`src/rtl/core/drr_pkg.sv`:
```
// shared types and constants of the deficit round robin scheduler
package drr_pkg;

  localparam int MAX_CONNS_DEF    = 16;
  localparam int DEFICIT_BITS_DEF = 16;
  localparam logic [15:0] QUANTUM_RESET = 16'd160;

  typedef enum logic [2:0] {
    K_ACTIVATE = 3'd0,
    K_REMOVE   = 3'd1,
    K_SET_ELIG = 3'd2,
    K_START    = 3'd3,
    K_GRANT    = 3'd4,
    K_COMMIT   = 3'd5
  } kind_t;

  typedef enum logic [1:0] {
    ST_ACK    = 2'd0,
    ST_REQ    = 2'd1,
    ST_DONE   = 2'd2,
    ST_EXCESS = 2'd3
  } st_t;

  typedef enum logic [3:0] {
    CMD_NONE,
    CMD_LATCH,
    CMD_EDIT,
    CMD_ACK,
    CMD_CFIND,
    CMD_CSHIFT,
    CMD_COPY,
    CMD_WALK,
    CMD_GRANT,
    CMD_WSHIFT,
    CMD_BACK
  } cmd_t;

  typedef enum logic [3:0] {
    S_IDLE,
    S_DISPATCH,
    S_FIND,
    S_SHIFT,
    S_COPY,
    S_WALK,
    S_ERASE,
    S_BACK,
    S_OUT
  } state_t;

  typedef struct packed {
    logic [2:0] kind;
    logic       c_ok;
    logic       idx_end;
    logic       match;
    logic       cmore;
    logic       wmore;
    logic       copy_last;
    logic       walk_skip;
    logic       busy;
    logic       wempty;
    logic       gover;
    logic       gdrop;
    logic       stop;
    logic       wvalid;
  } dp_status_t;

endpackage

```
`src/rtl/core/drr_ctrl.sv`:
```
// sequencing state machine of the deficit round robin scheduler
module drr_ctrl (
  input  logic               clk,
  input  logic               rst,
  input  logic               s_tvalid,
  output logic               s_tready,
  output logic               m_tvalid,
  input  logic               m_tready,
  input  drr_pkg::dp_status_t sts,
  output drr_pkg::cmd_t      cmd
);
  import drr_pkg::*;

  state_t state, state_next;

  always_ff @(posedge clk) begin
    if (rst) begin
      state <= S_IDLE;
    end else begin
      state <= state_next;
    end
  end

  always_comb begin
    state_next = state;
    unique case (state)
      S_IDLE: begin
        if (s_tvalid) state_next = S_DISPATCH;
      end
      S_DISPATCH: begin
        case (sts.kind) inside
          K_ACTIVATE, K_REMOVE: state_next = sts.c_ok ? S_FIND : S_OUT;
          K_START: state_next = S_COPY;
          K_GRANT: begin
            if (!sts.busy || sts.wempty || sts.gover) state_next = S_OUT;
            else if (sts.gdrop) state_next = S_ERASE;
            else if (sts.stop) state_next = S_OUT;
            else state_next = S_WALK;
          end
          K_COMMIT: state_next = sts.wvalid ? S_BACK : S_OUT;
          default: state_next = S_OUT;
        endcase
      end
      S_FIND: begin
        if (sts.idx_end) state_next = S_OUT;
        else if (sts.match) state_next = (sts.kind == K_ACTIVATE) ? S_OUT : S_SHIFT;
      end
      S_SHIFT: begin
        if (!sts.cmore) state_next = S_OUT;
      end
      S_COPY: begin
        if (sts.copy_last) state_next = S_WALK;
      end
      S_WALK: begin
        if (!sts.walk_skip) state_next = S_OUT;
      end
      S_ERASE: begin
        if (!sts.wmore) state_next = sts.stop ? S_OUT : S_WALK;
      end
      S_BACK: begin
        if (sts.copy_last) state_next = S_OUT;
      end
      S_OUT: begin
        if (m_tready) state_next = S_IDLE;
      end
      default: state_next = S_IDLE;
    endcase
  end

  always_comb begin
    cmd      = CMD_NONE;
    s_tready = 1'b0;
    m_tvalid = 1'b0;
    unique case (state)
      S_IDLE: begin
        s_tready = 1'b1;
        if (s_tvalid) cmd = CMD_LATCH;
      end
      S_DISPATCH: begin
        case (sts.kind) inside
          K_ACTIVATE, K_REMOVE, K_SET_ELIG: cmd = CMD_EDIT;
          K_START: cmd = CMD_NONE;
          K_GRANT: cmd = CMD_GRANT;
          K_COMMIT: cmd = sts.wvalid ? CMD_NONE : CMD_ACK;
          default: cmd = CMD_ACK;
        endcase
      end
      S_FIND:  cmd = CMD_CFIND;
      S_SHIFT: cmd = CMD_CSHIFT;
      S_COPY:  cmd = CMD_COPY;
      S_WALK:  cmd = CMD_WALK;
      S_ERASE: cmd = CMD_WSHIFT;
      S_BACK:  cmd = CMD_BACK;
      S_OUT:   m_tvalid = 1'b1;
      default: cmd = CMD_NONE;
    endcase
  end

endmodule

```
`src/rtl/core/drr_dp.sv`:
```
// ring, deficit tables, working copy and result register of the scheduler
module drr_dp #(
  parameter int MAX_CONNS    = drr_pkg::MAX_CONNS_DEF,
  parameter int DEFICIT_BITS = drr_pkg::DEFICIT_BITS_DEF
) (
  input  logic                clk,
  input  logic                rst,
  input  drr_pkg::cmd_t       cmd,
  output drr_pkg::dp_status_t sts,
  input  logic [2:0]          in_kind,
  input  logic [3:0]          in_conn,
  input  logic                in_flag,
  input  logic [15:0]         in_granted,
  input  logic                in_stop,
  input  logic                in_act,
  input  logic                in_elig,
  input  logic                cfg_we,
  input  logic [15:0]         cfg_data,
  output drr_pkg::st_t        res_st,
  output logic [3:0]          res_conn,
  output logic [15:0]         res_def
);
  import drr_pkg::*;

  localparam int IW = $clog2(MAX_CONNS);
  localparam int CW = $clog2(MAX_CONNS + 1);
  localparam int DB = DEFICIT_BITS;
  localparam int SW = ((DB > 16) ? DB : 16) + 1;
  localparam logic [SW-1:0] DEF_MAX = {{(SW-DB){1'b0}}, {DB{1'b1}}};
  localparam logic [SW-1:0] OUT_MAX = SW'(17'h0FFFF);
  localparam logic [CW-1:0] N_C     = CW'(MAX_CONNS);
  localparam logic [CW-1:0] LAST_C  = CW'(MAX_CONNS - 1);

  logic [15:0]   quantum;
  // committed state
  logic [IW-1:0] ring [MAX_CONNS];
  logic [CW-1:0] cnt;
  logic [IW-1:0] ptr;
  logic [DB-1:0] def  [MAX_CONNS];
  logic          elig [MAX_CONNS];
  logic          act  [MAX_CONNS];
  // working copy
  logic [IW-1:0] wring [MAX_CONNS];
  logic [CW-1:0] wcnt;
  logic [IW-1:0] wptr;
  logic [DB-1:0] wdef  [MAX_CONNS];
  logic          welig [MAX_CONNS];
  logic          wact  [MAX_CONNS];
  logic          wvalid;
  logic [CW-1:0] el_left;
  logic          busy;
  // sweep index and latched item
  logic [CW-1:0] idx;
  logic [CW-1:0] pos;
  logic [2:0]    l_kind;
  logic [3:0]    l_conn;
  logic          l_flag;
  logic [15:0]   l_g;
  logic          l_stop;
  logic          l_act;
  logic          l_el;

  function automatic logic [15:0] sat16(input logic [DB-1:0] d);
    return (SW'(d) > OUT_MAX) ? 16'hFFFF : 16'(d);
  endfunction

  logic [IW-1:0] ci, ridx, nridx, wp, np, p1;
  logic [CW-1:0] nidx;
  logic          c_ok;
  logic [IW-1:0] cc;
  logic [DB-1:0] wd, dsat, newdef;
  logic [SW-1:0] sum;
  logic          walk_go, keepq;

  always_comb begin
    ci      = IW'(l_conn);
    c_ok    = ({28'd0, l_conn} < 32'(MAX_CONNS));
    ridx    = idx[IW-1:0];
    nidx    = idx + CW'(1);
    nridx   = nidx[IW-1:0];
    wp      = (CW'(wptr) >= wcnt) ? '0 : wptr;
    np      = ((CW'(wp) + CW'(1)) >= wcnt) ? '0 : IW'(CW'(wp) + CW'(1));
    cc      = wring[wp];
    wd      = wdef[cc];
    sum     = SW'(wd) + SW'(quantum);
    dsat    = (sum > DEF_MAX) ? DB'(DEF_MAX) : DB'(sum);
    newdef  = wd - DB'(l_g);
    keepq   = l_stop && (SW'(newdef) >= SW'(quantum));
    walk_go = (wcnt != '0) && (el_left != '0);
    p1      = (pos < CW'(ptr)) ? (ptr - IW'(1)) : ptr;
  end

  always_comb begin
    sts.kind      = l_kind;
    sts.c_ok      = c_ok;
    sts.idx_end   = (idx == cnt);
    sts.match     = (ring[ridx] == ci);
    sts.cmore     = (nidx < cnt);
    sts.wmore     = (nidx < wcnt);
    sts.copy_last = (idx == LAST_C);
    sts.walk_skip = walk_go && !welig[cc];
    sts.busy      = busy;
    sts.wempty    = (wcnt == '0);
    sts.gover     = (SW'(l_g) > SW'(wd));
    sts.gdrop     = !l_act;
    sts.stop      = l_stop;
    sts.wvalid    = wvalid;
  end

  always_ff @(posedge clk) begin
    if (rst) begin
      quantum <= QUANTUM_RESET;
      cnt     <= '0;
      ptr     <= '0;
      wcnt    <= '0;
      wvalid  <= 1'b0;
      el_left <= '0;
      busy    <= 1'b0;
      for (int i = 0; i < MAX_CONNS; i++) begin
        def[i]  <= '0;
        elig[i] <= 1'b0;
        act[i]  <= 1'b0;
      end
    end else begin
      if (cfg_we) quantum <= cfg_data;
      case (cmd)
        CMD_LATCH: begin
          l_kind <= in_kind;
          l_conn <= in_conn;
          l_flag <= in_flag;
          l_g    <= in_granted;
          l_stop <= in_stop;
          l_act  <= in_act;
          l_el   <= in_elig;
          idx    <= '0;
        end
        CMD_EDIT: begin
          if (c_ok) begin
            case (l_kind)
              K_ACTIVATE: begin
                act[ci]  <= 1'b1;
                elig[ci] <= 1'b1;
              end
              K_REMOVE: act[ci] <= 1'b0;
              default: elig[ci] <= l_flag;
            endcase
          end
          res_st <= ST_ACK; res_conn <= '0; res_def <= '0;
        end
        CMD_ACK: begin
          res_st <= ST_ACK; res_conn <= '0; res_def <= '0;
        end
        CMD_CFIND: begin
          if (idx == cnt) begin
            if (l_kind == K_ACTIVATE && cnt != N_C) begin
              ring[cnt[IW-1:0]] <= ci;
              cnt <= cnt + CW'(1);
            end
            res_st <= ST_ACK; res_conn <= '0; res_def <= '0;
          end else if (ring[ridx] == ci) begin
            pos <= idx;
            res_st <= ST_ACK; res_conn <= '0; res_def <= '0;
          end else begin
            idx <= nidx;
          end
        end
        CMD_CSHIFT: begin
          if (nidx < cnt) begin
            ring[ridx] <= ring[nridx];
            idx <= nidx;
          end else begin
            cnt <= cnt - CW'(1);
            ptr <= (CW'(p1) >= (cnt - CW'(1))) ? '0 : p1;
            res_st <= ST_ACK; res_conn <= '0; res_def <= '0;
          end
        end
        CMD_COPY: begin
          wring[ridx] <= ring[ridx];
          wdef[ridx]  <= def[ridx];
          welig[ridx] <= elig[ridx];
          wact[ridx]  <= act[ridx];
          idx <= nidx;
          if (idx == LAST_C) begin
            wcnt    <= cnt;
            wptr    <= ptr;
            wvalid  <= 1'b1;
            el_left <= cnt;
            busy    <= 1'b1;
          end
        end
        CMD_BACK: begin
          ring[ridx] <= wring[ridx];
          def[ridx]  <= wdef[ridx];
          elig[ridx] <= welig[ridx];
          act[ridx]  <= wact[ridx];
          idx <= nidx;
          if (idx == LAST_C) begin
            cnt <= wcnt;
            ptr <= wptr;
            res_st <= ST_ACK; res_conn <= '0; res_def <= '0;
          end
        end
        CMD_WALK: begin
          if (walk_go) begin
            if (!welig[cc]) begin
              wptr    <= np;
              el_left <= el_left - CW'(1);
            end else begin
              wptr     <= wp;
              wdef[cc] <= dsat;
              res_st   <= ST_REQ;
              res_conn <= 4'(cc);
              res_def  <= sat16(dsat);
            end
          end else begin
            busy <= 1'b0;
            res_st <= ST_DONE; res_conn <= '0; res_def <= '0;
          end
        end
        CMD_GRANT: begin
          if (!busy) begin
            res_st <= ST_ACK; res_conn <= '0; res_def <= '0;
          end else if (wcnt == '0) begin
            busy <= 1'b0;
            res_st <= ST_DONE; res_conn <= '0; res_def <= '0;
          end else if (SW'(l_g) > SW'(wd)) begin
            wptr     <= wp;
            busy     <= 1'b0;
            res_st   <= ST_EXCESS;
            res_conn <= 4'(cc);
            res_def  <= sat16(wd);
          end else begin
            if (!l_el || !l_act) begin
              if (el_left != '0) el_left <= el_left - CW'(1);
              welig[cc] <= 1'b0;
            end
            if (!l_act) begin
              // entry drops out, the shift sweep starts at its place
              wptr     <= wp;
              wdef[cc] <= '0;
              wact[cc] <= 1'b0;
              idx      <= CW'(wp);
            end else if (keepq) begin
              wptr     <= wp;
              wdef[cc] <= newdef - DB'(quantum);
            end else begin
              wptr     <= np;
              wdef[cc] <= newdef;
            end
            if (l_act && l_stop) begin
              busy <= 1'b0;
              res_st <= ST_DONE; res_conn <= '0; res_def <= '0;
            end
          end
        end
        CMD_WSHIFT: begin
          if (nidx < wcnt) begin
            wring[ridx] <= wring[nridx];
            idx <= nidx;
          end else begin
            wcnt <= wcnt - CW'(1);
            if (CW'(wptr) >= (wcnt - CW'(1))) wptr <= '0;
            if (l_stop) begin
              busy <= 1'b0;
              res_st <= ST_DONE; res_conn <= '0; res_def <= '0;
            end
          end
        end
        default: begin
        end
      endcase
    end
  end

endmodule

```
`src/rtl/core/deficit_round_robin_scheduler.sv`:
```
// top level of the deficit round robin scheduler
//
// usage:
//  - items arrive on the s_ group; s_tuser carries the kind (activate, remove,
//    set eligibility, start round, grant response, commit)
//  - every item produces exactly one result transfer on the m_ group; m_tuser
//    carries the status (ack, grant request, round finished, excess grant)
//  - the quantum is written on the cfg_ channel, always ready; write it only
//    while the block is idle
//  - one item at a time: s_tready is high only while no item is in work and
//    no result is waiting
// steps, the ring and tables being swept one entry per cycle:
//  - set eligibility, grant response without walk, commit without a round: dispatch only
//  - activate/remove: dispatch, then a search of the ring and, for remove, a shift
//  - start round: copy of all MAX_CONNS entries, then a walk over skipped entries
//  - commit: copy-back of all MAX_CONNS entries
//  - a grant that drops the entry adds a shift of the working ring
// and each item ends with its result transfer
// reset clears the ring, tables, round and quantum (160); a stalled receiver
// holds the result in the output register and blocks further input
module deficit_round_robin_scheduler #(
  parameter int MAX_CONNS    = drr_pkg::MAX_CONNS_DEF,
  parameter int DEFICIT_BITS = drr_pkg::DEFICIT_BITS_DEF
) (
  input  logic        clk,
  input  logic        rst,
  input  logic        s_tvalid,
  output logic        s_tready,
  // conn_index[3:0], eligible_flag[4], granted_bytes[20:5], stop_round[21],
  // still_active[22], still_eligible[23]
  input  logic [23:0] s_tdata,
  // kind[2:0]
  input  logic [2:0]  s_tuser,
  output logic        m_tvalid,
  input  logic        m_tready,
  // req_conn[3:0], req_deficit[19:4], zero fill [23:20]
  output logic [23:0] m_tdata,
  // status[1:0]
  output logic [1:0]  m_tuser,
  input  logic        cfg_valid,
  output logic        cfg_ready,
  input  logic [15:0] cfg_data
);
  import drr_pkg::*;

  cmd_t       cmd;
  dp_status_t sts;
  st_t        res_st;
  logic [3:0] res_conn;
  logic [15:0] res_def;

  // quantum register takes every write
  assign cfg_ready = 1'b1;

  drr_ctrl u_ctrl (
    .clk      (clk),
    .rst      (rst),
    .s_tvalid (s_tvalid),
    .s_tready (s_tready),
    .m_tvalid (m_tvalid),
    .m_tready (m_tready),
    .sts      (sts),
    .cmd      (cmd)
  );

  drr_dp #(
    .MAX_CONNS    (MAX_CONNS),
    .DEFICIT_BITS (DEFICIT_BITS)
  ) u_dp (
    .clk        (clk),
    .rst        (rst),
    .cmd        (cmd),
    .sts        (sts),
    .in_kind    (s_tuser),
    .in_conn    (s_tdata[3:0]),
    .in_flag    (s_tdata[4]),
    .in_granted (s_tdata[20:5]),
    .in_stop    (s_tdata[21]),
    .in_act     (s_tdata[22]),
    .in_elig    (s_tdata[23]),
    .cfg_we     (cfg_valid),
    .cfg_data   (cfg_data),
    .res_st     (res_st),
    .res_conn   (res_conn),
    .res_def    (res_def)
  );

  // result register drives the master side directly
  assign m_tdata = {4'd0, res_def, res_conn};
  assign m_tuser = res_st;

endmodule

```
`config.mk`:
```
export PLATFORM = sky130hd
export DESIGN_NAME = deficit_round_robin_scheduler
export DESIGN_NICKNAME = d
export VERILOG_FILES = /design/src/rtl/core/drr_pkg.sv /design/src/rtl/core/drr_ctrl.sv /design/src/rtl/core/drr_dp.sv /design/src/rtl/core/deficit_round_robin_scheduler.sv
export SDC_FILE = /design/constraint.sdc
export NUM_CORES = 1
export LEC_CHECK = 0
export BUFFER_PORTS_ARGS = -buffer_cell sky130_fd_sc_hd__buf_2
export CORE_MARGIN = 1
export CORE_UTILIZATION = 41
export DETAILED_ROUTE_END_ITERATION = 7
export GPL_TIMING_DRIVEN = 0
export HOLD_SLACK_MARGIN = 0.03
export MAX_ROUTING_LAYER = met4
export PLACE_DENSITY_LB_ADDON = 0.1
export SLEW_MARGIN = 15
export SYNTH_ARGS = -nofsm -noshare
export SYNTH_HDL_FRONTEND = slang
export SYNTH_SLANG_ARGS = --single-unit
```
`constraint.sdc`:
```
create_clock -name clk -period 24.3 [get_ports clk]
set_clock_uncertainty 0.2 [all_clocks]
set_input_delay 3.645 -clock clk [delete_from_list [all_inputs] [get_ports clk]]
set_output_delay 3.645 -clock clk [all_outputs]
set_load 0.1 [all_outputs]
```
Word level (Yosys, flattened, before mapping)
Memories as Yosys holds them, arrays and structs flattened. A register that Yosys moved wholly into a read port is not among the register bits.
Cells that the tools add are included.
Widths: inputs -> output; s select.
- input bits: 48
- flip-flop bits (word level): 104
- output and inout bits: 29
- logic and storage cells: 374
- memories kept: 6
- bits in writable memories: 672
- add/subtract/negate cells: 10
- order comparisons: 10
- equal/unequal tests: 59
- multiplexer cells: 214
- reductions and logical operators: 46
- bitwise operators: 8
- memories (memory ; words ; bits a word ; read ports ; clocked after Yosys merged registers in ; wr ports ; line ; source):
    u_dp.def ; 16 ; 16 ; 1 ; 1 ; 16 ; drr_dp.sv:39 ; logic [DB-1:0] def [MAX_CONNS];
    u_dp.wdef ; 16 ; 16 ; 2 ; 1 ; 1 ; drr_dp.sv:46 ; logic [DB-1:0] wdef [MAX_CONNS];
    u_dp.ring ; 16 ; 4 ; 2 ; 1 ; 1 ; drr_dp.sv:36 ; logic [IW-1:0] ring [MAX_CONNS];
    u_dp.wring ; 16 ; 4 ; 3 ; 1 ; 1 ; drr_dp.sv:43 ; logic [IW-1:0] wring [MAX_CONNS];
    u_dp.elig ; 16 ; 1 ; 1 ; 1 ; 16 ; drr_dp.sv:40 ; logic elig [MAX_CONNS];
    u_dp.welig ; 16 ; 1 ; 2 ; 1 ; 1 ; drr_dp.sv:47 ; logic welig [MAX_CONNS];
- operators with widths (kind ; number):
    $mux 16 ; 18
    $mux 4 ; 65
    $pmux 16 s7 ; 1
    $mux 5 ; 21
    $mux 1 ; 85
    $ne 2x2->1 const B ; 21
    $pmux 4 s9 ; 1
    $eq 4x3->1 const B ; 8
    $pmux 4 s8 ; 1
    $reduce_or 16->1 ; 2
    $sub 16x16->16 ; 2
    $pmux 5 s3 ; 2
    $pmux 5 s6 ; 1
    $pmux 4 s7 ; 1
    $mux 2 ; 13
    $reduce_and 9->1 ; 2
    $add 16x16->17 ; 1
    $gt 17x16->1 const B ; 1
    $eq 4x2->1 const B ; 4
    $eq 4x4->1 const B ; 4
    $ge 16x16->1 ; 1
    $gt 16x16->1 ; 1
    $pmux 4 s4 ; 1
    $reduce_and 8->1 ; 2
    other kinds (45) ; 88

Depth between registers and ports, before layout
Gate-level depths: netlist of run 1.
An unclocked memory read counts as a cell.
- word-level depth: 19
- depth in mapped cells: 41
- mapped depth without buffers: 34

Modules after synthesis
Synthesis of run 1 repeated with hierarchy kept, for this count alone.
- cell total of the unflattened synthesis: 3070
- area, all modules: 41030.6 um2
- modules (own cells, without submodules) (module ; seq. area each (um2) ; instances ; cells an instance ; area each (um2)):
    drr_dp ; 22892.0 ; 1 ; 2976 ; 40385.0
    drr_ctrl ; 80.1 ; 1 ; 87 ; 600.6
    deficit_round_robin_scheduler ; 0.0 ; 1 ; 7 ; 45.0

Least setup slack after synthesis of run 1
No wires, ideal clock.
- path type: reg2reg
- from: register u_dp.wptr[0]
- to: memory u_dp.wdef[0][15] (netlist name), data pin
- path buffers: 5
- library setup time: 0.392 ns
- arrival time: 8.271 ns
- data required time: 23.708 ns
- stages on the path, launching flop included: 35
- slack: 15.437 ns
- cells stage by stage: edfxtp_1 buf_2 buf_2 clkinv_1 ha_1 a21boi_1 o311a_1 a211o_1 a31oi_1 a22o_1 buf_6 clkbuf_1 clkbuf_1 nand2_1 nand3_1 a31oi_1 mux2_2 ha_1 fa_1 nand2b_1 a21boi_0 o21ai_0 a21oi_1 o21ai_0 nor2b_1 xnor2_1 ha_1 and3_1 a2111oi_0 o21bai_1 a21o_1 a31oi_1 o211ai_1 and4b_1 o41ai_1
- word-level cells in the longest chain between the ends: 19
- elaborated cells between the ends (all ways): 48
- those cells by class: 3 x add/sub; 4 x order compare; 33 x mux; 3 x bitwise; 2 x reduce/logical; 3 x memory
- RTL lines (what ; line ; source):
    start: declaration ; drr_dp.sv:45 ; logic [IW-1:0] wptr;
    start signal: assignment ; drr_dp.sv:185 ; wptr <= ptr;
    start signal: assignment ; drr_dp.sv:206 ; wptr <= np;
    start signal: assignment ; drr_dp.sv:209 ; wptr <= wp;
    $ge 4x5->1 ; drr_dp.sv:81 ; wp = (CW'(wptr) >= wcnt) ? '0 : wptr;
    $mux 4 (*) ; drr_dp.sv:81 ;
    $mem_v2 16x4 (*) ; n/a ;
    $mem_v2 16x16 ; n/a ;
    $sub 16x16->16 ; drr_dp.sv:87 ; newdef = wd - DB'(l_g);
    $ge 16x16->1 ; drr_dp.sv:88 ; keepq = l_stop && (SW'(newdef) >= SW'(quantum));
    $logic_and 1x1->1 ; drr_dp.sv:88 ;
    $mux 1 ; drr_dp.sv:243 ; end else if (keepq) begin
    (+2 left out) ; n/a ;
    $mux 1 ; drr_dp.sv:223 ; end else if (wcnt == '0) begin
    $mux 1 ; drr_dp.sv:221 ; if (!busy) begin
    $mux 1 ; drr_dp.sv:126 ; case (cmd)
    $mux 1 ; drr_dp.sv:111 ; if (rst) begin
    $mux 1 (implied by the code) ; drr_dp.sv:245 ; wdef[cc] <= newdef - DB'(quantum);
    $or 1x1->1 (no source line) (2 in series) ; n/a ;
    $reduce_or 16->1 (no source line) ; n/a ;
    $mux 16 (no source line) (*) ; n/a ;
    end: declaration ; drr_dp.sv:46 ;
Every way passes the cells marked *; elsewhere a longest branch is shown, timed or not.

Worst setup path after layout of run 1
- from: register u_dp.wptr[0]
- to: memory u_dp.wdef[10][11] (netlist name), data pin
The elaborated chain is that of the path after synthesis.

==> impl_metrics.json, run 1 <==
{
  "status": "completed",
  "via_per_inst": 6.15,
  "finalCriticalPeriod_ns": 13.71,
  "synth_area_um2": 40700,
  "gr-usage-all-layers_pct": 29.9,
  "design.core.area_um2": 98400,
  "seqPwrFrac_pct": 31.5,
  "die_w_um": 317,
  "drv_slew": 0,
  "final_cell_mix": "735 x edfxtp_1, 497 x nand2_1, 444 x nor2_1",
  "post_dp_cell_area_um2": 43300,
  "utilization_pct": 47.1,
  "path_common_cell": "clkbuf_1",
  "overflow": 0,
  "cts_resized": 0,
  "cts-root-buf": "clkbuf_16",
  "tightest_slew_ns": 1.29,
  "grt_pass1_wl_mm": 208,
  "power_density_nw_per_um2": 118,
  "dr_total_vias": 30006,
  "p_leak_nw": 16.3,
  "dr.pass1.iters": 6,
  "r2r_cells": 40,
  "port_buffers": 69,
  "clock_power_share_pct": 25.4,
  "r2r_start": "u_dp.wptr[0]",
  "antenna_found_initial": 2,
  "drive_gt1_share_pct": 16.2,
  "ys_warn_count": 0,
  "dieHeight_um": 317,
  "post-route-drc-count": 0,
  "fill_cells": 8857,
  "fmax_mhz": 73.0,
  "wire_per_inst_um": 29.7,
  "arrival_ns": 13.89,
  "clkLatencyLatePin_ns": 0.69,
  "io-pin-count": 77,
  "clk_pin_slew_worst_paths_ns": 0.06,
  "nNetsFinal": 3658,
  "ant_nets": 0,
  "gp_congestion": 0.953,
  "layout_commonest_cell": "edfxtp_1",
  "grt_max_degree": 23,
  "critPathRequiredTime_ns": 24.48,
  "numCtsBuffers": 89,
  "cpMaxStageDelayCell": "nor4_1",
  "worstSetupPathType": "register to register",
  "p_int_mw": 3.26,
  "cap_viol_max_count": 0,
  "min_path_type": "register to register",
  "cts_tree": "yes",
  "power_switching_mw": 2.19,
  "yosysUniqueCellTypes": 84,
  "fp-row-count": 115,
  "start_util_pct": 41.4,
  "holdWs_ns": 0.254,
  "cp-end-kind": "register",
  "fin_tns_setup_ns": 0,
  "crit_start": "u_dp.wptr[0]",
  "post-cts-setup-buffer-count": 0,
  "vdd_ir_drop_max_uv": 60.2,
  "first_global_vias": 29485,
  "ys_ff_latch": 780,
  "hold_viol_final": 0,
  "power.share.combinational_pct": 43.2,
  "syn2layout_area_growth_pct": 13.9,
  "dp_hpwl_mm": 107,
  "ys.flop_type": "edfxtp_1",
  "rsz0062_at_grt": "no",
  "synth.avg_cell_area_um2": 12.2,
  "drt_iter0_drc": 3370,
  "dieArea_um2": 101000,
  "postLayoutCellArea_um2": 46400,
  "p_sw_share_pct": 40.2,
  "crit_fanout": 16,
  "finalWorstSetupSlack_ns": 10.59,
  "slew_headroom_pct": 14.2,
  "critPathMaxStageDelay_ns": 0.90,
  "finalPower_mw": 5.45,
  "cts.sinks": 780,
  "cts_hold_buf": 0,
  "rr_endpoint": "u_dp.wdef[10][11]",
  "endpoint": "u_dp.wdef[10][11]",
  "synth-edff-count": 735,
  "start_kind": "register",
  "async_flop_share_pct": 0,
  "wirelength_mm": 145,
  "htree_num_levels": 3,
  "place_inst": 4714,
  "setup_viol": 0,
  "syn_inst": 3329,
  "clockBufferDepth": 3,
  "yosysSeqAreaShare_pct": 56.4,
  "reg2reg_slack_ns": 10.59,
  "stdcell_count": 4879,
  "place_ws_ns": 10.84,
  "finalCritPeriodShare_pct": 56.4
}
[cells by family (layout without fill, tap and decap cells)]
kind of cell / count (synthesis) / after routing / synth area share, %
flops: 780 / 780 / 56.4
mux: 313 / 313 / 15.0
xor+xnor: 57 / 57 / 1.23
simple gates: 1318 / 1318 / 14.0
compound gates: 460 / 460 / 7.51
fa+ha+maj: 92 / 92 / 2.88
buf+inv: 307 / 565 / 2.99
other cells: 2 / 7 / 0.0185
[flip-flops by register name (all words and copies together) (netlist names), 5 cells and up, named ones only]
| signal | flops |
|---|---|
| u_dp.ring | 64 |
| u_dp.wring | 64 |
| u_dp.res_def | 16 |
| u_dp.def | 256 |
| u_dp.welig | 16 |
| u_dp.elig | 16 |
| u_dp.wdef | 256 |
| u_dp.el_left | 5 |
| u_dp.wcnt | 5 |
| u_dp.pos | 5 |
| u_dp.idx | 5 |
| u_dp.cnt | 5 |
| u_dp.quantum | 16 |
| u_dp.l_g | 16 |
[power groups by stage]
stage / clock network (mW) / registers, mW / logic (mW)
after floorplan: 0 / 1.80 / 1.39
after global placement: 0 / 1.75 / 2.25
after detailed placement: 0 / 1.74 / 2.32
after CTS: 1.40 / 1.72 / 2.33
after global routing: 1.44 / 1.72 / 2.48
final: 1.38 / 1.71 / 2.35
[worst max-delay path, delay by kind of cell (launching register included)]
family,cells,cell delay [ns]
buffers and inverters,9,3.97
AO/OA/AOI/OAI,13,3.88
AND/OR/NAND/NOR,14,3.51
adder cells (fa/ha/maj),3,1.26
flip-flops,1,0.37
XOR/XNOR,1,0.21
[cell usage after synthesis, drive strengths merged, types with 7 or more instances]
master	n	area, um2
mux4	233	5250
nand2	497	1870
o221ai	21	203
mux2	24	278
or2	14	87.6
and3	47	294
buf	60	292
edfxtp	735	22100
nand4	7	43.8
o211ai	10	75.1
o32ai	13	114
mux2i	56	561
a21oi	83	415
o21a	19	143
a31oi	41	257
inv	80	300
nand3b	7	52.6
nand3	179	896
nor2b	18	113
a21boi	10	75.1
clkbuf	164	616
a311oi	8	70.1
o21ai	115	579
dfxtp	45	901
o31ai	15	113
nor4	7	43.8
xor2	15	131
a21o	27	203
a211oi	20	168
a22oi	19	143
o22ai	13	81.3
xnor2	42	368
nor3	31	160
and2	7	43.8
ha	89	1110
nand2b	32	200
nor2	446	1670
or3	10	67.6
[layer usage]
| metal | share of wire [%] | up-vias | track usage [%] | routed length, um |
|---|---|---|---|---|
| met3 | 8.4 | 265 | 5.09 | 12200 |
| li1 | - | 12899 | - | - |
| met1 | 41 | 15363 | 39.6 | 59100 |
| met4 | 3.4 | 0 | 9.00 | 4880 |
| met5 | 0 | - | - | 0 |
| met2 | 47 | 1479 | 47.0 | 68800 |
[how the worst min path moves through the flow]
stage,start,end,slack (ns),depth (start not counted)
final,u_dp.idx[3],u_dp.pos[3],0.25,0
after global routing,u_dp.idx[3],u_dp.pos[3],0.28,0
after CTS,u_dp.idx[3],u_dp.pos[3],0.25,0
after detailed placement,u_dp.idx[3],u_dp.pos[3],0.24,0
after global placement,u_dp.idx[3],u_dp.pos[3],0.24,0
after floorplan,u_dp.idx[3],u_dp.pos[3],0.22,0
[final cells by class]
class	instances	area, um2	share of cell area, %
timing repair buffer	95	671	1.45
inverter	83	312	0.672
sequential	780	23000	49.6
tap	1287	1610	3.47
clock buffer	108	2350	5.07
buffer	224	922	1.99
antenna	2	5.00	0.0108
multi-input combinational	2245	16900	36.4
clock inverter	55	626	1.35
Power figures use the tool's default switching activity.
==> run 2, diff against run 1 <==
==> constraint.sdc (replaced) <==
create_clock -name clk -period 12.47 [get_ports clk]
set_clock_uncertainty 0.2 [all_clocks]
set_input_delay 1.8705 -clock clk [delete_from_list [all_inputs] [get_ports clk]]
set_output_delay 1.8705 -clock clk [all_outputs]
set_load 0.1 [all_outputs]
==> run 2 against run 1 <==
Net effect:
- power up 95%
- die area unchanged
- combinational power is 96% higher
- non-clock buffer count is the same
- largest power group unchanged
- fmax up 16%
- clock power grew 95%
- critical endpoint is now u_dp.wdef[9][10]
==> impl_metrics.json, run 2 (synthesized netlist as in run 1, its figures left out) <==
{
  "cts_resized": 10,
  "top_regs": "u_dp.def: 256 flops, u_dp.wdef: 256 flops",
  "grt_max_degree": 23,
  "clkLatencyLatePin_ns": 0.70,
  "clockBufferDepth": 3,
  "reg2reg_slack_ns": 0.65,
  "cts_hold_buf": 0,
  "post-route-drc-count": 0,
  "cts-root-buf": "clkbuf_16",
  "antenna_found_initial": 1,
  "cp-end-kind": "register",
  "drv_slew": 0,
  "drt_iter0_drc": 3124,
  "rsz0062_at_grt": "no",
  "fp-row-count": 115,
  "finalCritPeriodShare_pct": 94.8,
  "layout_commonest_cell": "edfxtp_1",
  "status": "completed",
  "die_w_um": 317,
  "first_global_vias": 29502,
  "overflow": 0,
  "tightest_slew_ns": 1.22,
  "worstSetupPathType": "register to register",
  "fmax_mhz": 84.6,
  "htree_num_levels": 3,
  "wirelength_mm": 145,
  "grt_pass1_wl_mm": 208,
  "design.core.area_um2": 98400,
  "start_util_pct": 41.4,
  "p_leak_nw": 16.3,
  "finalPower_mw": 10.6,
  "min_path_type": "register to register",
  "r2r_cells": 39,
  "cpMaxStageDelayCell": "a31oi_1",
  "cap_viol_max_count": 0,
  "dp_hpwl_mm": 107,
  "port_buffers": 69,
  "dieArea_um2": 101000,
  "fin_tns_setup_ns": 0,
  "vdd_ir_drop_max_uv": 116,
  "worstHoldEndpoint": "u_dp.pos[3]",
  "io-pin-count": 77,
  "drive_gt1_share_pct": 16.7,
  "setup_viol": 0,
  "post-cts-setup-buffer-count": 0,
  "postLayoutCellArea_um2": 46400,
  "utilization_pct": 47.2,
  "critPathMaxStageDelay_ns": 0.62,
  "cts_tree": "yes",
  "final_cell_mix": "735 x edfxtp_1, 497 x nand2_1, 442 x nor2_1",
  "min_from": "u_dp.idx[3]",
  "finalCriticalPeriod_ns": 11.82,
  "syn2layout_area_growth_pct": 14.1,
  "start_kind": "register",
  "dieHeight_um": 317,
  "post_dp_cell_area_um2": 43300,
  "slew_headroom_pct": 18.6,
  "gr-usage-all-layers_pct": 29.9,
  "critPathRequiredTime_ns": 12.67,
  "gp_congestion": 0.953,
  "hold_viol_final": 0,
  "dr_total_vias": 29938,
  "numCtsBuffers": 89,
  "place_inst": 4714,
  "via_per_inst": 6.14,
  "crit_start": "u_dp.wptr[0]",
  "crit_fanout": 16,
  "arrival_ns": 12.02,
  "clk_pin_slew_worst_paths_ns": 0.06,
  "stdcell_count": 4878,
  "wire_per_inst_um": 29.7,
  "r2r_start": "u_dp.wptr[0]",
  "nNetsFinal": 3658,
  "hold_depth": 0,
  "cts.sinks": 780,
  "dr.pass1.iters": 6,
  "power_density_nw_per_um2": 229,
  "ant_nets": 0,
  "rr_endpoint": "u_dp.wdef[9][10]"
}
==> run 2: cell count changes in the layout (fill, tap and decap cells not counted), sizes merged <==
cell      before  now
buf          152  151
clkbuf       275  276
clkinv        39   38
clkinvlp       5    6
diode          2    1
==> run 2: how the worst max path moves through the flow <==
stage	endpoint	slack, ns	depth (start not counted)
CTS	u_dp.wdef[12][8]	0.04	37
global route	u_dp.wdef[0][10]	0.12	39
floorplan	u_dp.wdef[0][15]	3.61	34
detailed placement	u_dp.wdef[9][14]	-0.99	41
global placement	u_dp.wdef[10][15]	-1.76	40
finish	u_dp.wdef[9][10]	0.65	39
==> run 2: routing by layer <==
metal	track usage [%]	part of all wire [%]	vias to the layer above
li1	-	-	12902
met1	39.6	41	15363
met2	47.0	47	1411
met3	5.18	8.1	262
met4	9.05	3.3	0
met5	-	0	-
==> run 2: metrics by stage <==
step / setup WS, ns / hold WS [ns]
2_1_floorplan: 3.61 / 0.224
3_3_place_gp: -1.76 / 0.239
3_5_place_dp: -0.985 / 0.238
4_1_cts: 0.0366 / 0.250
5_1_grt: 0.125 / 0.276
6_report: 0.654 / 0.254
==> run 2: power by group <==
part           switching [mW]  internal [mW]  total [mW]  leakage [nW]
Sequential             0.0483           3.29        3.34          7.38
Combinational            3.10           1.50        4.60          7.47
Clock                    1.13           1.56        2.69          1.45
==> run 2: worst max-delay path, delay by kind of cell, from the launching register on <==
kind                       cells  cell delay, ns
AOI/OAI and AO/OA             12            3.75
muxes                          1            0.32
and+or+nand+nor               14            2.68
buffers and inverters          8            2.99
adders and majority gates      3            1.04
xor gates and xnor gates       1            0.18
DFF                            1            0.37
==> run 2: cell type report <==
class | instances | area [um2]
clock inverters | 55 | 626
flip-flops and latches | 780 | 23000
inverters | 83 | 315
well taps | 1287 | 1610
diodes | 1 | 2.50
repair buffers | 95 | 671
multi-input cells | 2245 | 17000
fillers | 8849 | 52000
plain buffers | 224 | 932
clock buffers | 108 | 2350
